**src/rtl/core/sgig_pkg.sv**
```systemverilog
`timescale 1ns / 1ps
// ----------------------------------------------------------------------------
// sgig_pkg
// Shared types, widths and helpers of the stitched grid index generator.
// ----------------------------------------------------------------------------
package sgig_pkg;

	localparam int FACE_W         = 8;
	localparam int BLOCK_W        = 14;
	localparam int HALF_W         = 7;
	localparam int VERT_W         = 16;
	localparam int SLOT_W         = 3;
	localparam int STEP_W         = 3;
	localparam int MAX_FACE_COUNT_DEF = 254;
	localparam logic [FACE_W-1:0] FACE_COUNT_RESET = 8'd64;
	localparam logic [SLOT_W-1:0] LAST_SLOT = 3'd7;
	localparam logic [2:0] FACE_PAD = 3'd4;

	// entry handed from the front end to the triangle sequencer
	typedef struct packed {
		logic              bad;
		logic [HALF_W-1:0] brow;
		logic [HALF_W-1:0] bcol;
	} sgig_entry_t;

	typedef enum logic [1:0] {
		FS_IDLE,
		FS_DIV,
		FS_DONE
	} front_state_t;

	typedef enum logic [1:0] {
		FC_NORMAL,
		FC_TOP_EVEN,
		FC_LEFT_EVEN,
		FC_ODD
	} face_class_t;

	// Kind of a face inside a block: face 0 top-left .. face 3 bottom-right
	function automatic face_class_t face_class(input logic [1:0] face,
		input logic row0, input logic col0);
		face_class_t cls;
		unique case (face)
			2'd0: begin
				if (col0) cls = FC_LEFT_EVEN;
				else if (row0) cls = FC_TOP_EVEN;
				else cls = FC_NORMAL;
			end
			2'd1: cls = row0 ? FC_ODD : FC_NORMAL;
			2'd2: cls = col0 ? FC_ODD : FC_NORMAL;
			default: cls = FC_NORMAL;
		endcase
		return cls;
	endfunction

endpackage

```
**src/rtl/core/sgig_front.sv**
```systemverilog
`timescale 1ns / 1ps
// ----------------------------------------------------------------------------
// sgig_front
// Accepts block numbers, flags out-of-range blocks and splits the number
// into block row and column with a bit-serial restoring divider.
// ----------------------------------------------------------------------------
module sgig_front (
	input  logic                         clk,
	input  logic                         arst_n,
	input  logic                         s_tvalid,
	output logic                         s_tready,
	input  logic [sgig_pkg::BLOCK_W-1:0] block_index,
	input  logic [sgig_pkg::HALF_W-1:0]  half,
	output logic                         push_valid,
	input  logic                         push_ready,
	output sgig_pkg::sgig_entry_t        push_entry
);
	import sgig_pkg::*;

	front_state_t state_q, state_d;
	logic [BLOCK_W-1:0] rem_q;
	logic [HALF_W-1:0]  quot_q;
	logic [STEP_W-1:0]  step_q;
	logic               bad_q;

	logic               accept;
	logic [BLOCK_W-1:0] div_sub;
	logic               div_ge;
	logic [BLOCK_W-1:0] half_sq;
	logic               first_step;
	logic               out_of_range;

	assign accept       = s_tvalid && s_tready;
	assign div_sub      = BLOCK_W'(half) << step_q;
	assign div_ge       = rem_q >= div_sub;
	assign half_sq      = BLOCK_W'(half) * BLOCK_W'(half);
	assign first_step   = step_q == STEP_W'(HALF_W - 1);
	assign out_of_range = (half == '0) || (rem_q >= half_sq);

	always_comb begin
		state_d = state_q;
		unique case (state_q)
			FS_IDLE: begin
				if (accept) state_d = FS_DIV;
			end
			FS_DIV: begin
				if ((first_step && out_of_range) || step_q == '0) state_d = FS_DONE;
			end
			FS_DONE: begin
				if (push_ready) state_d = accept ? FS_DIV : FS_IDLE;
			end
			default: state_d = FS_IDLE;
		endcase
	end

	always_comb begin
		s_tready   = 1'b0;
		push_valid = 1'b0;
		unique case (state_q)
			FS_IDLE: s_tready = 1'b1;
			FS_DIV:  s_tready = 1'b0;
			FS_DONE: begin
				s_tready   = push_ready;
				push_valid = 1'b1;
			end
			default: s_tready = 1'b0;
		endcase
	end

	always_ff @(posedge clk or negedge arst_n) begin
		if (!arst_n) begin
			state_q <= FS_IDLE;
		end else begin
			state_q <= state_d;
		end
	end

	always_ff @(posedge clk) begin
		if (accept) begin
			rem_q  <= block_index;
			quot_q <= '0;
			step_q <= STEP_W'(HALF_W - 1);
			bad_q  <= 1'b0;
		end else if (state_q == FS_DIV) begin
			if (div_ge) rem_q <= rem_q - div_sub;
			quot_q <= {quot_q[HALF_W-2:0], div_ge};
			step_q <= step_q - STEP_W'(1);
			if (first_step) bad_q <= out_of_range;
		end
	end

	assign push_entry.bad  = bad_q;
	assign push_entry.brow = quot_q;
	assign push_entry.bcol = rem_q[HALF_W-1:0];

endmodule

```
**src/rtl/core/sgig_queue.sv**
```systemverilog
`timescale 1ns / 1ps
// ----------------------------------------------------------------------------
// sgig_queue
// Two-entry queue between the front end and the triangle sequencer.
// ----------------------------------------------------------------------------
module sgig_queue (
	input  logic                  clk,
	input  logic                  arst_n,
	input  logic                  push_valid,
	output logic                  push_ready,
	input  sgig_pkg::sgig_entry_t push_entry,
	output logic                  pop_valid,
	input  logic                  pop_ready,
	output sgig_pkg::sgig_entry_t pop_entry
);
	import sgig_pkg::*;

	sgig_entry_t slot_q [2];
	logic       wr_ptr_q;
	logic       rd_ptr_q;
	logic [1:0] count_q;
	logic       push;
	logic       pop;

	assign push_ready = count_q != 2'd2;
	assign pop_valid  = count_q != 2'd0;
	assign push       = push_valid && push_ready;
	assign pop        = pop_valid && pop_ready;
	assign pop_entry  = slot_q[rd_ptr_q];

	always_ff @(posedge clk or negedge arst_n) begin
		if (!arst_n) begin
			wr_ptr_q <= 1'b0;
			rd_ptr_q <= 1'b0;
			count_q  <= 2'd0;
		end else begin
			if (push) wr_ptr_q <= ~wr_ptr_q;
			if (pop) rd_ptr_q <= ~rd_ptr_q;
			if (push && !pop) count_q <= count_q + 2'd1;
			else if (pop && !push) count_q <= count_q - 2'd1;
		end
	end

	always_ff @(posedge clk) begin
		if (push) slot_q[wr_ptr_q] <= push_entry;
	end

endmodule

```
**src/rtl/core/sgig_back.sv**
```systemverilog
`timescale 1ns / 1ps
// ----------------------------------------------------------------------------
// sgig_back
// Turns a block row and column into eight stitched, padded triangles or one
// flagged item for a bad block, registered, one per cycle unless stalled.
// ----------------------------------------------------------------------------
module sgig_back (
	input  logic                          clk,
	input  logic                          arst_n,
	input  logic [sgig_pkg::FACE_W-1:0]   fc,
	input  logic                          pop_valid,
	output logic                          pop_ready,
	input  sgig_pkg::sgig_entry_t         pop_entry,
	output logic                          m_tvalid,
	input  logic                          m_tready,
	output logic [3*sgig_pkg::VERT_W-1:0] m_tdata,
	output logic                          m_tlast,
	output logic                          m_tuser
);
	import sgig_pkg::*;

	// stage 1: top-left vertex of the block
	logic              valid_s1;
	logic              bad_s1;
	logic              row0_s1;
	logic              col0_s1;
	logic [VERT_W-1:0] tl0_s1;

	// triangle sequencer
	logic              gen_valid_q;
	logic              bad_q;
	logic              row0_q;
	logic              col0_q;
	logic [VERT_W-1:0] tl0_q;
	logic [2:0]        face_q;
	logic              sub_q;
	logic [SLOT_W-1:0] slot_q;

	logic [FACE_W-1:0]   s8;
	logic [VERT_W-1:0]   stride;
	logic [FACE_W-1:0]   row2;
	logic [FACE_W-1:0]   col2;
	logic [VERT_W-1:0]   prod;
	logic                out_free;
	logic                emit;
	logic                gen_last;
	logic                gen_free;
	logic                gen_load;
	face_class_t         cls;
	logic                one_tri;
	logic [VERT_W-1:0]   face_off;
	logic [VERT_W-1:0]   tl;
	logic [VERT_W-1:0]   bl;
	logic [VERT_W-1:0]   va, vb, vc;

	assign s8     = fc + FACE_W'(1);
	assign stride = VERT_W'(s8);
	assign row2   = {pop_entry.brow, 1'b0};
	assign col2   = {pop_entry.bcol, 1'b0};
	assign prod   = VERT_W'(row2) * VERT_W'(s8);

	assign out_free  = !m_tvalid || m_tready;
	assign emit      = gen_valid_q && out_free;
	assign gen_last  = bad_q || slot_q == LAST_SLOT;
	assign gen_free  = !gen_valid_q || (emit && gen_last);
	assign gen_load  = valid_s1 && gen_free;
	assign pop_ready = !valid_s1 || gen_load;

	always_ff @(posedge clk or negedge arst_n) begin
		if (!arst_n) begin
			valid_s1 <= 1'b0;
		end else if (pop_valid && pop_ready) begin
			valid_s1 <= 1'b1;
		end else if (gen_load) begin
			valid_s1 <= 1'b0;
		end
	end

	always_ff @(posedge clk) begin
		if (pop_valid && pop_ready) begin
			bad_s1  <= pop_entry.bad;
			row0_s1 <= pop_entry.brow == '0;
			col0_s1 <= pop_entry.bcol == '0;
			tl0_s1  <= prod + VERT_W'(col2);
		end
	end

	assign cls     = face_class(face_q[1:0], row0_q, col0_q);
	assign one_tri = cls == FC_ODD;

	always_ff @(posedge clk or negedge arst_n) begin
		if (!arst_n) begin
			gen_valid_q <= 1'b0;
			face_q      <= '0;
			sub_q       <= 1'b0;
			slot_q      <= '0;
		end else if (gen_load) begin
			gen_valid_q <= 1'b1;
			face_q      <= '0;
			sub_q       <= 1'b0;
			slot_q      <= '0;
		end else if (emit && gen_last) begin
			gen_valid_q <= 1'b0;
		end else if (emit) begin
			slot_q <= slot_q + SLOT_W'(1);
			// move to the next face once its triangles are out; stay in padding
			if (face_q != FACE_PAD) begin
				if (sub_q || one_tri) begin
					face_q <= face_q + 3'd1;
					sub_q  <= 1'b0;
				end else begin
					sub_q <= 1'b1;
				end
			end
		end
	end

	always_ff @(posedge clk) begin
		if (gen_load) begin
			bad_q  <= bad_s1;
			row0_q <= row0_s1;
			col0_q <= col0_s1;
			tl0_q  <= tl0_s1;
		end
	end

	always_comb begin
		unique case (face_q[1:0])
			2'd0: face_off = '0;
			2'd1: face_off = VERT_W'(1);
			2'd2: face_off = stride;
			default: face_off = stride + VERT_W'(1);
		endcase
	end

	assign tl = tl0_q + face_off;
	assign bl = tl + stride;

	always_comb begin
		va = '0;
		vb = '0;
		vc = '0;
		if (!bad_q && face_q != FACE_PAD) begin
			unique case (cls)
				FC_LEFT_EVEN: begin
					va = tl;
					vc = bl + VERT_W'(1);
					if (!sub_q) vb = tl + {stride[VERT_W-2:0], 1'b0};
					else if (row0_q && face_q[1:0] == 2'd0) vb = tl + VERT_W'(2);
					else vb = tl + VERT_W'(1);
				end
				FC_TOP_EVEN: begin
					va = tl;
					vb = sub_q ? bl : tl + VERT_W'(2);
					vc = bl + VERT_W'(1);
				end
				FC_ODD: begin
					va = tl + VERT_W'(1);
					vb = bl;
					vc = bl + VERT_W'(1);
				end
				default: begin
					va = sub_q ? tl + VERT_W'(1) : tl;
					vb = sub_q ? bl : tl + VERT_W'(1);
					vc = sub_q ? bl + VERT_W'(1) : bl;
				end
			endcase
		end
	end

	always_ff @(posedge clk or negedge arst_n) begin
		if (!arst_n) begin
			m_tvalid <= 1'b0;
		end else if (emit) begin
			m_tvalid <= 1'b1;
		end else if (m_tready) begin
			m_tvalid <= 1'b0;
		end
	end

	always_ff @(posedge clk) begin
		if (emit) begin
			m_tdata <= {vc, vb, va};
			m_tlast <= gen_last;
			m_tuser <= bad_q;
		end
	end

endmodule

```
**src/rtl/core/stitched_grid_index_generator.sv**
```systemverilog
`timescale 1ns / 1ps
// ----------------------------------------------------------------------------
// stitched_grid_index_generator
// Expands 2x2 block numbers of a square face grid into eight triangles of
// vertex indices each, stitched coarser along the top and left edges.
// ----------------------------------------------------------------------------
//  channel  | direction | payload
//  s_*      | in        | tdata[13:0] block_index
//  m_*      | out       | tdata vertex_a/b/c, tlast last_of_block, tuser bad_block
//  cfg_*    | in        | cfg_wr_data face_count, written when cfg_wr_en is high
//
// A block in range gives 8 items, one per cycle while the output accepts them;
// the front end divides the block number in 7 steps and takes no new block
// until it has handed the last one on. An out-of-range block gives one item.
// Reset clears all control state and sets face_count to 64.
// Either side may stall; a two-entry queue separates divider and sequencer.
// ----------------------------------------------------------------------------
module stitched_grid_index_generator #(
	parameter int MAX_FACE_COUNT = sgig_pkg::MAX_FACE_COUNT_DEF
) (
	input  logic                          clk,
	input  logic                          arst_n,
	input  logic                          s_tvalid,
	output logic                          s_tready,
	input  logic [15:0]                   s_tdata,      // [13:0] block_index
	output logic                          m_tvalid,
	input  logic                          m_tready,
	output logic [3*sgig_pkg::VERT_W-1:0] m_tdata,      // vertex_a, vertex_b, vertex_c
	output logic                          m_tlast,      // last_of_block
	output logic                          m_tuser,      // bad_block
	input  logic                          cfg_wr_en,
	input  logic [sgig_pkg::FACE_W-1:0]   cfg_wr_data   // face_count
);
	import sgig_pkg::*;

	logic [FACE_W-1:0] face_count_q;
	logic [FACE_W-1:0] fc_even;
	logic [FACE_W-1:0] fc_eff;
	logic [HALF_W-1:0] half;

	logic        push_valid;
	logic        push_ready;
	sgig_entry_t push_entry;
	logic        pop_valid;
	logic        pop_ready;
	sgig_entry_t pop_entry;

	always_ff @(posedge clk or negedge arst_n) begin
		if (!arst_n) begin
			face_count_q <= FACE_COUNT_RESET;
		end else if (cfg_wr_en) begin
			face_count_q <= cfg_wr_data;
		end
	end

	// drop the low bit, then clamp to the supported size
	assign fc_even = {face_count_q[FACE_W-1:1], 1'b0};
	assign fc_eff  = (fc_even > FACE_W'(MAX_FACE_COUNT)) ? FACE_W'(MAX_FACE_COUNT) : fc_even;
	assign half    = fc_eff[FACE_W-1:1];

	sgig_front u_front (
		.clk         (clk),
		.arst_n      (arst_n),
		.s_tvalid    (s_tvalid),
		.s_tready    (s_tready),
		.block_index (s_tdata[BLOCK_W-1:0]),
		.half        (half),
		.push_valid  (push_valid),
		.push_ready  (push_ready),
		.push_entry  (push_entry)
	);

	sgig_queue u_queue (
		.clk        (clk),
		.arst_n     (arst_n),
		.push_valid (push_valid),
		.push_ready (push_ready),
		.push_entry (push_entry),
		.pop_valid  (pop_valid),
		.pop_ready  (pop_ready),
		.pop_entry  (pop_entry)
	);

	sgig_back u_back (
		.clk       (clk),
		.arst_n    (arst_n),
		.fc        (fc_eff),
		.pop_valid (pop_valid),
		.pop_ready (pop_ready),
		.pop_entry (pop_entry),
		.m_tvalid  (m_tvalid),
		.m_tready  (m_tready),
		.m_tdata   (m_tdata),
		.m_tlast   (m_tlast),
		.m_tuser   (m_tuser)
	);

`ifndef SYNTHESIS
	a_bad_is_last: assert property (@(posedge clk) disable iff (!arst_n)
		m_tvalid && m_tuser |-> m_tlast)
		else $error("flagged item without tlast");

	a_bad_is_zero: assert property (@(posedge clk) disable iff (!arst_n)
		m_tvalid && m_tuser |-> m_tdata == '0)
		else $error("flagged item carries vertices");

	a_front_busy: assert property (@(posedge clk) disable iff (!arst_n)
		s_tvalid && s_tready |=> !s_tready)
		else $error("front end took two items in a row");
`endif

endmodule

```
**config.mk**
```make
export PLATFORM = sky130hd
export DESIGN_NAME = stitched_grid_index_generator
export DESIGN_NICKNAME = d
export VERILOG_FILES = /design/src/rtl/core/sgig_pkg.sv /design/src/rtl/core/sgig_front.sv /design/src/rtl/core/sgig_queue.sv /design/src/rtl/core/sgig_back.sv /design/src/rtl/core/stitched_grid_index_generator.sv
export SDC_FILE = /design/constraint.sdc
export NUM_CORES = 1
export LEC_CHECK = 0
export CORE_MARGIN = 4
export CORE_UTILIZATION = 35
export CTS_BUF_LIST = sky130_fd_sc_hd__clkbuf_4
export CTS_CLUSTER_SIZE = 12
export DETAILED_ROUTE_END_ITERATION = 12
export DONT_BUFFER_PORTS = 1
export PLACE_DENSITY = 0.47
export SLEW_MARGIN = 20
export SYNTH_ARGS = -nofsm -noshare
export SYNTH_HDL_FRONTEND = slang
export SYNTH_HIERARCHICAL = 1
export SYNTH_SLANG_ARGS = --single-unit
```
**constraint.sdc**
```tcl
create_clock -name clk -period 8.2 [get_ports clk]
set_clock_uncertainty 0.05 [all_clocks]
set_input_delay 0.41 -clock clk [delete_from_list [all_inputs] [get_ports clk]]
set_output_delay 0.41 -clock clk [all_outputs]
set_load 0.05 [all_outputs]
```
# After elaboration in Yosys (flattened, before gate mapping)
# Memory sizes are Yosys's and may differ from the RTL's.
# Index checks and enable logic that the tools add are counted.
classes:
  addsub: 15
  multipliers: 2
  magnitude_cmp: 3
  n_eq_ne: 15
  n_shift: 1
  muxes: 49
  n_bitwise: 2
  n_reduce_logical: 48
ops:
  columns: ["cell", "count"]
  rows:
  - ["16-bit two-way mux", 7]
  - ["16-bit case mux with 3 select lines", 2]
  - ["14-bit two-way mux", 3]
  - ["16-bit by 1-bit adder with 16-bit output, second input constant", 2]
  - ["16-bit by 8-bit adder with 16-bit output", 2]
  - ["16-bit case mux with 2 select lines", 1]
  - ["14-bit greater-or-equal comparator", 2]
  - ["3-bit two-way mux", 8]
  - ["7-bit zero test", 3]
  - ["2-bit nonzero test", 10]
  - ["16-bit adder", 1]
  - ["16-bit by 2-bit adder with 16-bit output, second input constant", 1]
  - ["16-bit by 9-bit adder with 16-bit output", 1]
  - ["1-bit two-way mux", 16]
  - ["2-bit two-way mux", 8]
  - ["7-bit by 8-bit multiplier with 15-bit output", 1]
  - ["7-bit by 7-bit multiplier with 14-bit output", 1]
  - ["7-bit by 3-bit left shift with 14-bit output", 1]
  - ["14-bit subtractor", 1]
  - ["2-bit case mux with 3 select lines", 2]
  - ["1-bit logical AND", 11]
  - ["8-bit by 1-bit adder with 9-bit output, second input constant", 1]
  - ["8-bit by 1-bit adder with 8-bit output, second input constant", 1]
  - ["2-bit == test, second input constant", 4]
  - ["other kinds (22)", 45]
word_totals:
  regBits: 137
  ram_bits: 30
  out_inout_bits: 52
  word_cells: 162
  mem_count: 1
memory_table:
  columns: ["memory", "words", "word_bits", "read_ports", "rd_clocked_by_memory_dff", "write_ports", "line", "rtl"]
  rows:
  - ["u_queue.slot_q", 2, 15, 1, 0, 1, "sgig_queue.sv:18", "sgig_entry_t slot_q [2];"]

# Longest topological paths before layout
depth:
  depth_word: 11
  depth_mapped: 26
  depth_no_buf: 24

# Modules after synthesis
# The synthesis kept the hierarchy.
modules_own_cells:
  columns: ["module", "n_inst", "cells_per_inst", "area_per_inst_um2", "seq_area_each_um2"]
  rows:
  - ["sgig_back", 1, 1059, 9699.3, 2832.7]
  - ["sgig_front", 1, 432, 3604.7, 690.7]
  - ["sgig_queue", 1, 65, 1331.3, 1001.0]
  - ["stitched_grid_index_generator", 1, 23, 322.8, 176.4]

# Worst setup path after synthesis
# No wires, ideal clock.
synth_path:
  path_type: "register to register"
  from: "register face_count_q[1]"
  to: "register u_back.tl0_s1[15], data pin"
  setup_ns: 0.260
  arrival_ns: 5.412
  setup_slack_ns: 2.478
  stages_incl_launch_ff: 22
  path_cell_list: "dfrtp_1 -> clkbuf_1 -> ha_1 -> clkbuf_1 -> inv_1 -> nand2_1 -> fa_1 -> fa_1 -> inv_1 -> fa_1 -> inv_1 -> fa_1 -> inv_1 -> ha_1 -> o21ai_0 -> o21ai_0 -> o311ai_0 -> xnor2_1 -> o2111ai_1 -> or3_1 -> nor3_1 -> xnor2_1"
synth_via:
  elab_chain_cells: 5
synth_lines:
  columns: ["element", "line", "rtl"]
  rows:
  - ["from (decl)", "stitched_grid_index_generator.sv:36", "logic [FACE_W-1:0] face_count_q;"]
  - ["from (signal assigned)", "stitched_grid_index_generator.sv:52", "face_count_q <= cfg_wr_data;"]
  - ["8-bit > comparator", "stitched_grid_index_generator.sv:58", "assign fc_eff = (fc_even > FACE_W'(MAX_FACE_COUNT)) ? FACE_W'(MAX_FACE_COUNT) : fc_even;"]
  - ["8-bit two-way mux (*)", "stitched_grid_index_generator.sv:58", null]
  - ["net fc_eff[1]", "stitched_grid_index_generator.sv:38", "logic [FACE_W-1:0] fc_eff;"]
  - ["8-bit by 1-bit adder with 8-bit output (*)", "sgig_back.sv:56", "assign s8 = fc + FACE_W'(1);"]
  - ["7-bit by 8-bit multiplier with 15-bit output (*)", "sgig_back.sv:60", "assign prod = VERT_W'(row2) * VERT_W'(s8);"]
  - ["16-bit by 8-bit adder with 16-bit output (*)", "sgig_back.sv:84", "tl0_s1 <= prod + VERT_W'(col2);"]
  - ["to (signal assigned)", "sgig_back.sv:84", null]
  - ["to (decl)", "sgig_back.sv:27", "logic [VERT_W-1:0] tl0_s1;"]
# The timed path passes the listed nets; every way through them passes the cells marked *.
# A chain may end at the register's enable or synchronous reset.

# Worst setup path in the final report
layout_path:
  from: "register face_count_q[2]"
  to: "register u_back/m_tdata[27] (netlist name), data pin"
layout_via:
  elab_chain_cells: 10
  elab_cells_between_ends: 15
layout_lines:
  columns: ["element", "line", "rtl"]
  rows:
  - ["8-bit > comparator", "stitched_grid_index_generator.sv:58", null]
  - ["8-bit two-way mux (*)", "stitched_grid_index_generator.sv:58", null]
  - ["8-bit by 1-bit adder with 8-bit output (*)", "sgig_back.sv:56", null]
  - ["8-bit by 1-bit adder with 9-bit output", "sgig_back.sv:132", "default: face_off = stride + VERT_W'(1);"]
  - ["16-bit case mux with 3 select lines", "sgig_back.sv:128", "unique case (face_q[1:0])"]
  - ["16-bit adder", "sgig_back.sv:136", "assign tl = tl0_q + face_off;"]
  - ["16-bit by 1-bit adder with 16-bit output / 16-bit by 2-bit adder with 16-bit output (equally long branches)", null, null]
  - ["16-bit two-way mux", "sgig_back.sv:149", "else if (row0_q && face_q[1:0] == 2'd0) vb = tl + VERT_W'(2);"]
  - ["16-bit two-way mux", "sgig_back.sv:148", "if (!sub_q) vb = tl + {stride[VERT_W-2:0], 1'b0};"]
  - ["16-bit case mux with 3 select lines (*)", "sgig_back.sv:144", "unique case (cls)"]
  - ["to (signal assigned)", "sgig_back.sv:183", "m_tdata <= {vc, vb, va};"]
  - ["to (decl)", "sgig_back.sv:16", "output logic [3*sgig_pkg::VERT_W-1:0] m_tdata,"]
# Every way passes the cells marked *; elsewhere a longest branch is shown, timed or not.

==> metrics.csv <==
metric,value,unit
status,"finished, final reports clean",
Chip Height,215,um
"EDFF count, synth",130,
register area,4700,um^2
pin count of the biggest net entering global routing,57,
final setup vio count,0,
setup TNS,0,ns
Max Buffers Root-to-Sink,2,
Area Overhead vs Synth,7.87,%
period utilization,78.2,%
first-pass GRT wire length,63400,um
I/O Buffers,0,
footprint of the multi-input gates,9470,um^2
"Avg Cell Area, Syn",9.47,um^2
drt first pass iters,5,
DR top layer,met4,
DRC,0,
Post-CTS Setup Bufs,0,
crit path max fanout,9,
flop and latch count out of synthesis,164,
endpoint class of the critical path,register,
Hold Worst Slack,0.101,ns
met2 wire length,18100,um
achievable frequency,156,MHz
Yosys warnings,6,
vias in the first global route,11262,
initial antenna violation count,1,
Slew Limit Fails,0,
CTS Buf Count,17,
top_reg_cell synth,edfxtp_1,
Vias/cell,5.35,
MaxCap Viol Count,0,
critical path class,reg2reg,
sequential share of the synthesized area,31.4,%
async set-reset flop share out of synthesis,14.0,%
GP Congestion,0.857,
H-tree depth,4,
crit start category,register,
Ports,81,
synth unique cells,99,
Fillers,4220,
Nets,1791,
DR iter-0 viols,716,
HPWL after DPL,29600,um
DRT met1 WL,18700,um
fraction of layout cells with a size suffix above 1,8.55,%
Clock Pin Slew Worst Setup and Hold Paths,0.18,ns
Initial Util,35.5,%
clk_lat worst skew,0.66,ns
GRT Overall Usage,17.1,%
clk sink count,164,
Cells after Synth,1579,
core box area,42100,um^2
fin crit period,6.41,ns
vias,11405,
grt ovf,0,
synthesized cell area,15000,um^2
WL per Instance,18.4,um
Final Hold Vio Count,0,
die area,46100,um^2
drt total wl,39300,um
Met3 Routed Length,1360,um
TritonCTS clock tree,done,
Least-Margin Pin Slew,1.02,ns
Worst Path Required,8.53,ns
row count,75,
RSZ-0062 raised after global routing,false,
Worst slew margin,31.9,%
Worst Path Arrival,6.74,ns
Hold WC Path Type,in2async,
ANT nets after route,0,
Die Wd,215,um
clk root buf,clkbuf_4,
[cell type report]
type	count	share of cell area, %
Timing Repair Buffer	64	3.54
Tap cell	539	4.18
Sequential cell	164	29.1
Antenna cell	2	0.0310
Inverter	106	2.47
Clock inverter	15	1.16
Multi-Input combinational cell	1225	58.7
Clock buffer	17	0.791
[cell usage after synthesis (all sizes together) (8+ instances only)]
master    n  share of area [%]
xnor2    85                5.1
and2     38                1.6
nor4     14               0.79
xor2     54                3.3
edfxtp  130                 26
mux2     27                2.4
dfxtp    11                1.5
a31oi    13               0.54
a21o     15               0.75
nand3    31                1.1
inv     105                2.6
mux2i    21                1.4
o31ai     8               0.40
o21ai    84                3.0
clkbuf   66                1.7
a21oi    80                2.7
nand4    13               0.64
nor2    103                2.6
nor3     30                1.1
o21a     12               0.60
and3     24                1.0
nand2   146                3.7
nand2b   25                1.0
ha      135                 11
or3      10               0.42
fa       49                6.6
a221oi   23                1.4
a211oi   28                1.6
dfrtp    22                3.7
nor2b    41                1.7
buf      22                1.1
o211ai   16               0.84
[sequential cells by signal (all words and copies together), names as in the netlist, 3 cells and up]
name and cells:
u_front/rem_q 14, u_front/quot_q 7, face_count_q 7, u_back/tl0_s1 15, u_back/m_tdata 48, u_back/face_q 3
u_back/slot_q 3, u_queue/slot_q 30, u_back/tl0_q 15, u_front/step_q 3
[path summary, 6_finish.rpt]
kind | start | to | slack (ns) | depth (start not counted)
max in group asynchronous | arst_n | face_count_q[6] | 7.78 | 2
min in group clk | cfg_wr_en | face_count_q[5] | 0.38 | 2
setup reg to reg | face_count_q[2] | u_back/m_tdata[27] | 1.79 | 19
hold / removal | arst_n | u_back/slot_q[2] | 0.10 | 2
hold reg to reg | u_back/tl0_s1[5] | u_back/tl0_q[5] | 0.39 | 0
setup / recovery | face_count_q[2] | u_back/m_tdata[27] | 1.79 | 19
[placed cells by master, fill, tap and decap left out, drive strengths merged, types with 6 or more instances in the layout]
cell / instances
a211oi: 28
a21o: 15
a21oi: 80
a221oi: 23
a22o: 7
a31oi: 13
and2: 38
and3: 24
buf: 33
clkbuf: 17
clkinv: 6
dfrtp: 22
dfxtp: 11
dlygate4sd3: 31
edfxtp: 130
fa: 49
ha: 135
inv: 113
mux2: 27
mux2i: 21
nand2: 146
nand2b: 25
nand3: 31
nand4: 13
nor2: 103
nor2b: 41
nor3: 30
nor4: 14
o211ai: 16
o21a: 12
o21ai: 84
o221ai: 7
o31ai: 8
or2: 6
or3: 10
xnor2: 85
xor2: 54
[worst max-delay path, cell delays in order (launching register included)]
cell,delay [ns]
dfrtp_1,0.42
xor2_1,0.68
and3_1,0.30
and2_1,0.15
nand2_1,0.10
xnor2_1,0.14
a22o_1,0.19
ha_1,0.47
nand2_1,0.11
a211oi_2,0.35
o21ai_0,0.24
and2_1,0.32
ha_1,0.36
o21ai_0,0.12
a221o_1,0.49
nor3_2,0.22
xor2_1,0.56
inv_1,0.32
a221oi_1,0.42
a221oi_1,0.13
[metal layers]
| metal | track usage [%] | up-vias |
|---|---|---|
| met3 | 2.36 | 48 |
| li1 | - | 5627 |
| met4 | 5.47 | 0 |
| met2 | 28.2 | 233 |
| met5 | 0 | - |
| met1 | 23.4 | 5497 |
[kinds of logic after synthesis]
| kind of cell | synth area share (%) |
|---|---|
| AOI/OAI and AO/OA | 15.7 |
| xor gates and xnor gates | 8.41 |
| adders and majority gates | 17.9 |
| buffers and inverters | 5.40 |
| DFF | 31.4 |
| muxes | 3.84 |
| other | 0.0251 |
| and+or+nand+nor | 17.3 |
[stage by stage]
stage,std cells,cell area (um^2),utilization (%),setup WS [ns]
final,2132,16100,38.3,1.79
after global routing,2131,16100,38.3,1.43
after CTS,2130,16100,38.3,1.75
after detailed placement,2066,15500,36.8,1.82
after global placement,2066,15500,36.8,1.90
after floorplan,1583,15000,-,2.48
[what timing repair did]
item / CTS / global route
resized for setup: 0 / 0
endpoints found under the hold margin: 49 / 0
hold buffers: 32 / 0
Power is left out: the tool's default activity adds up to more than one toggle a clock period on the data nets, which glitch-free logic cannot reach.
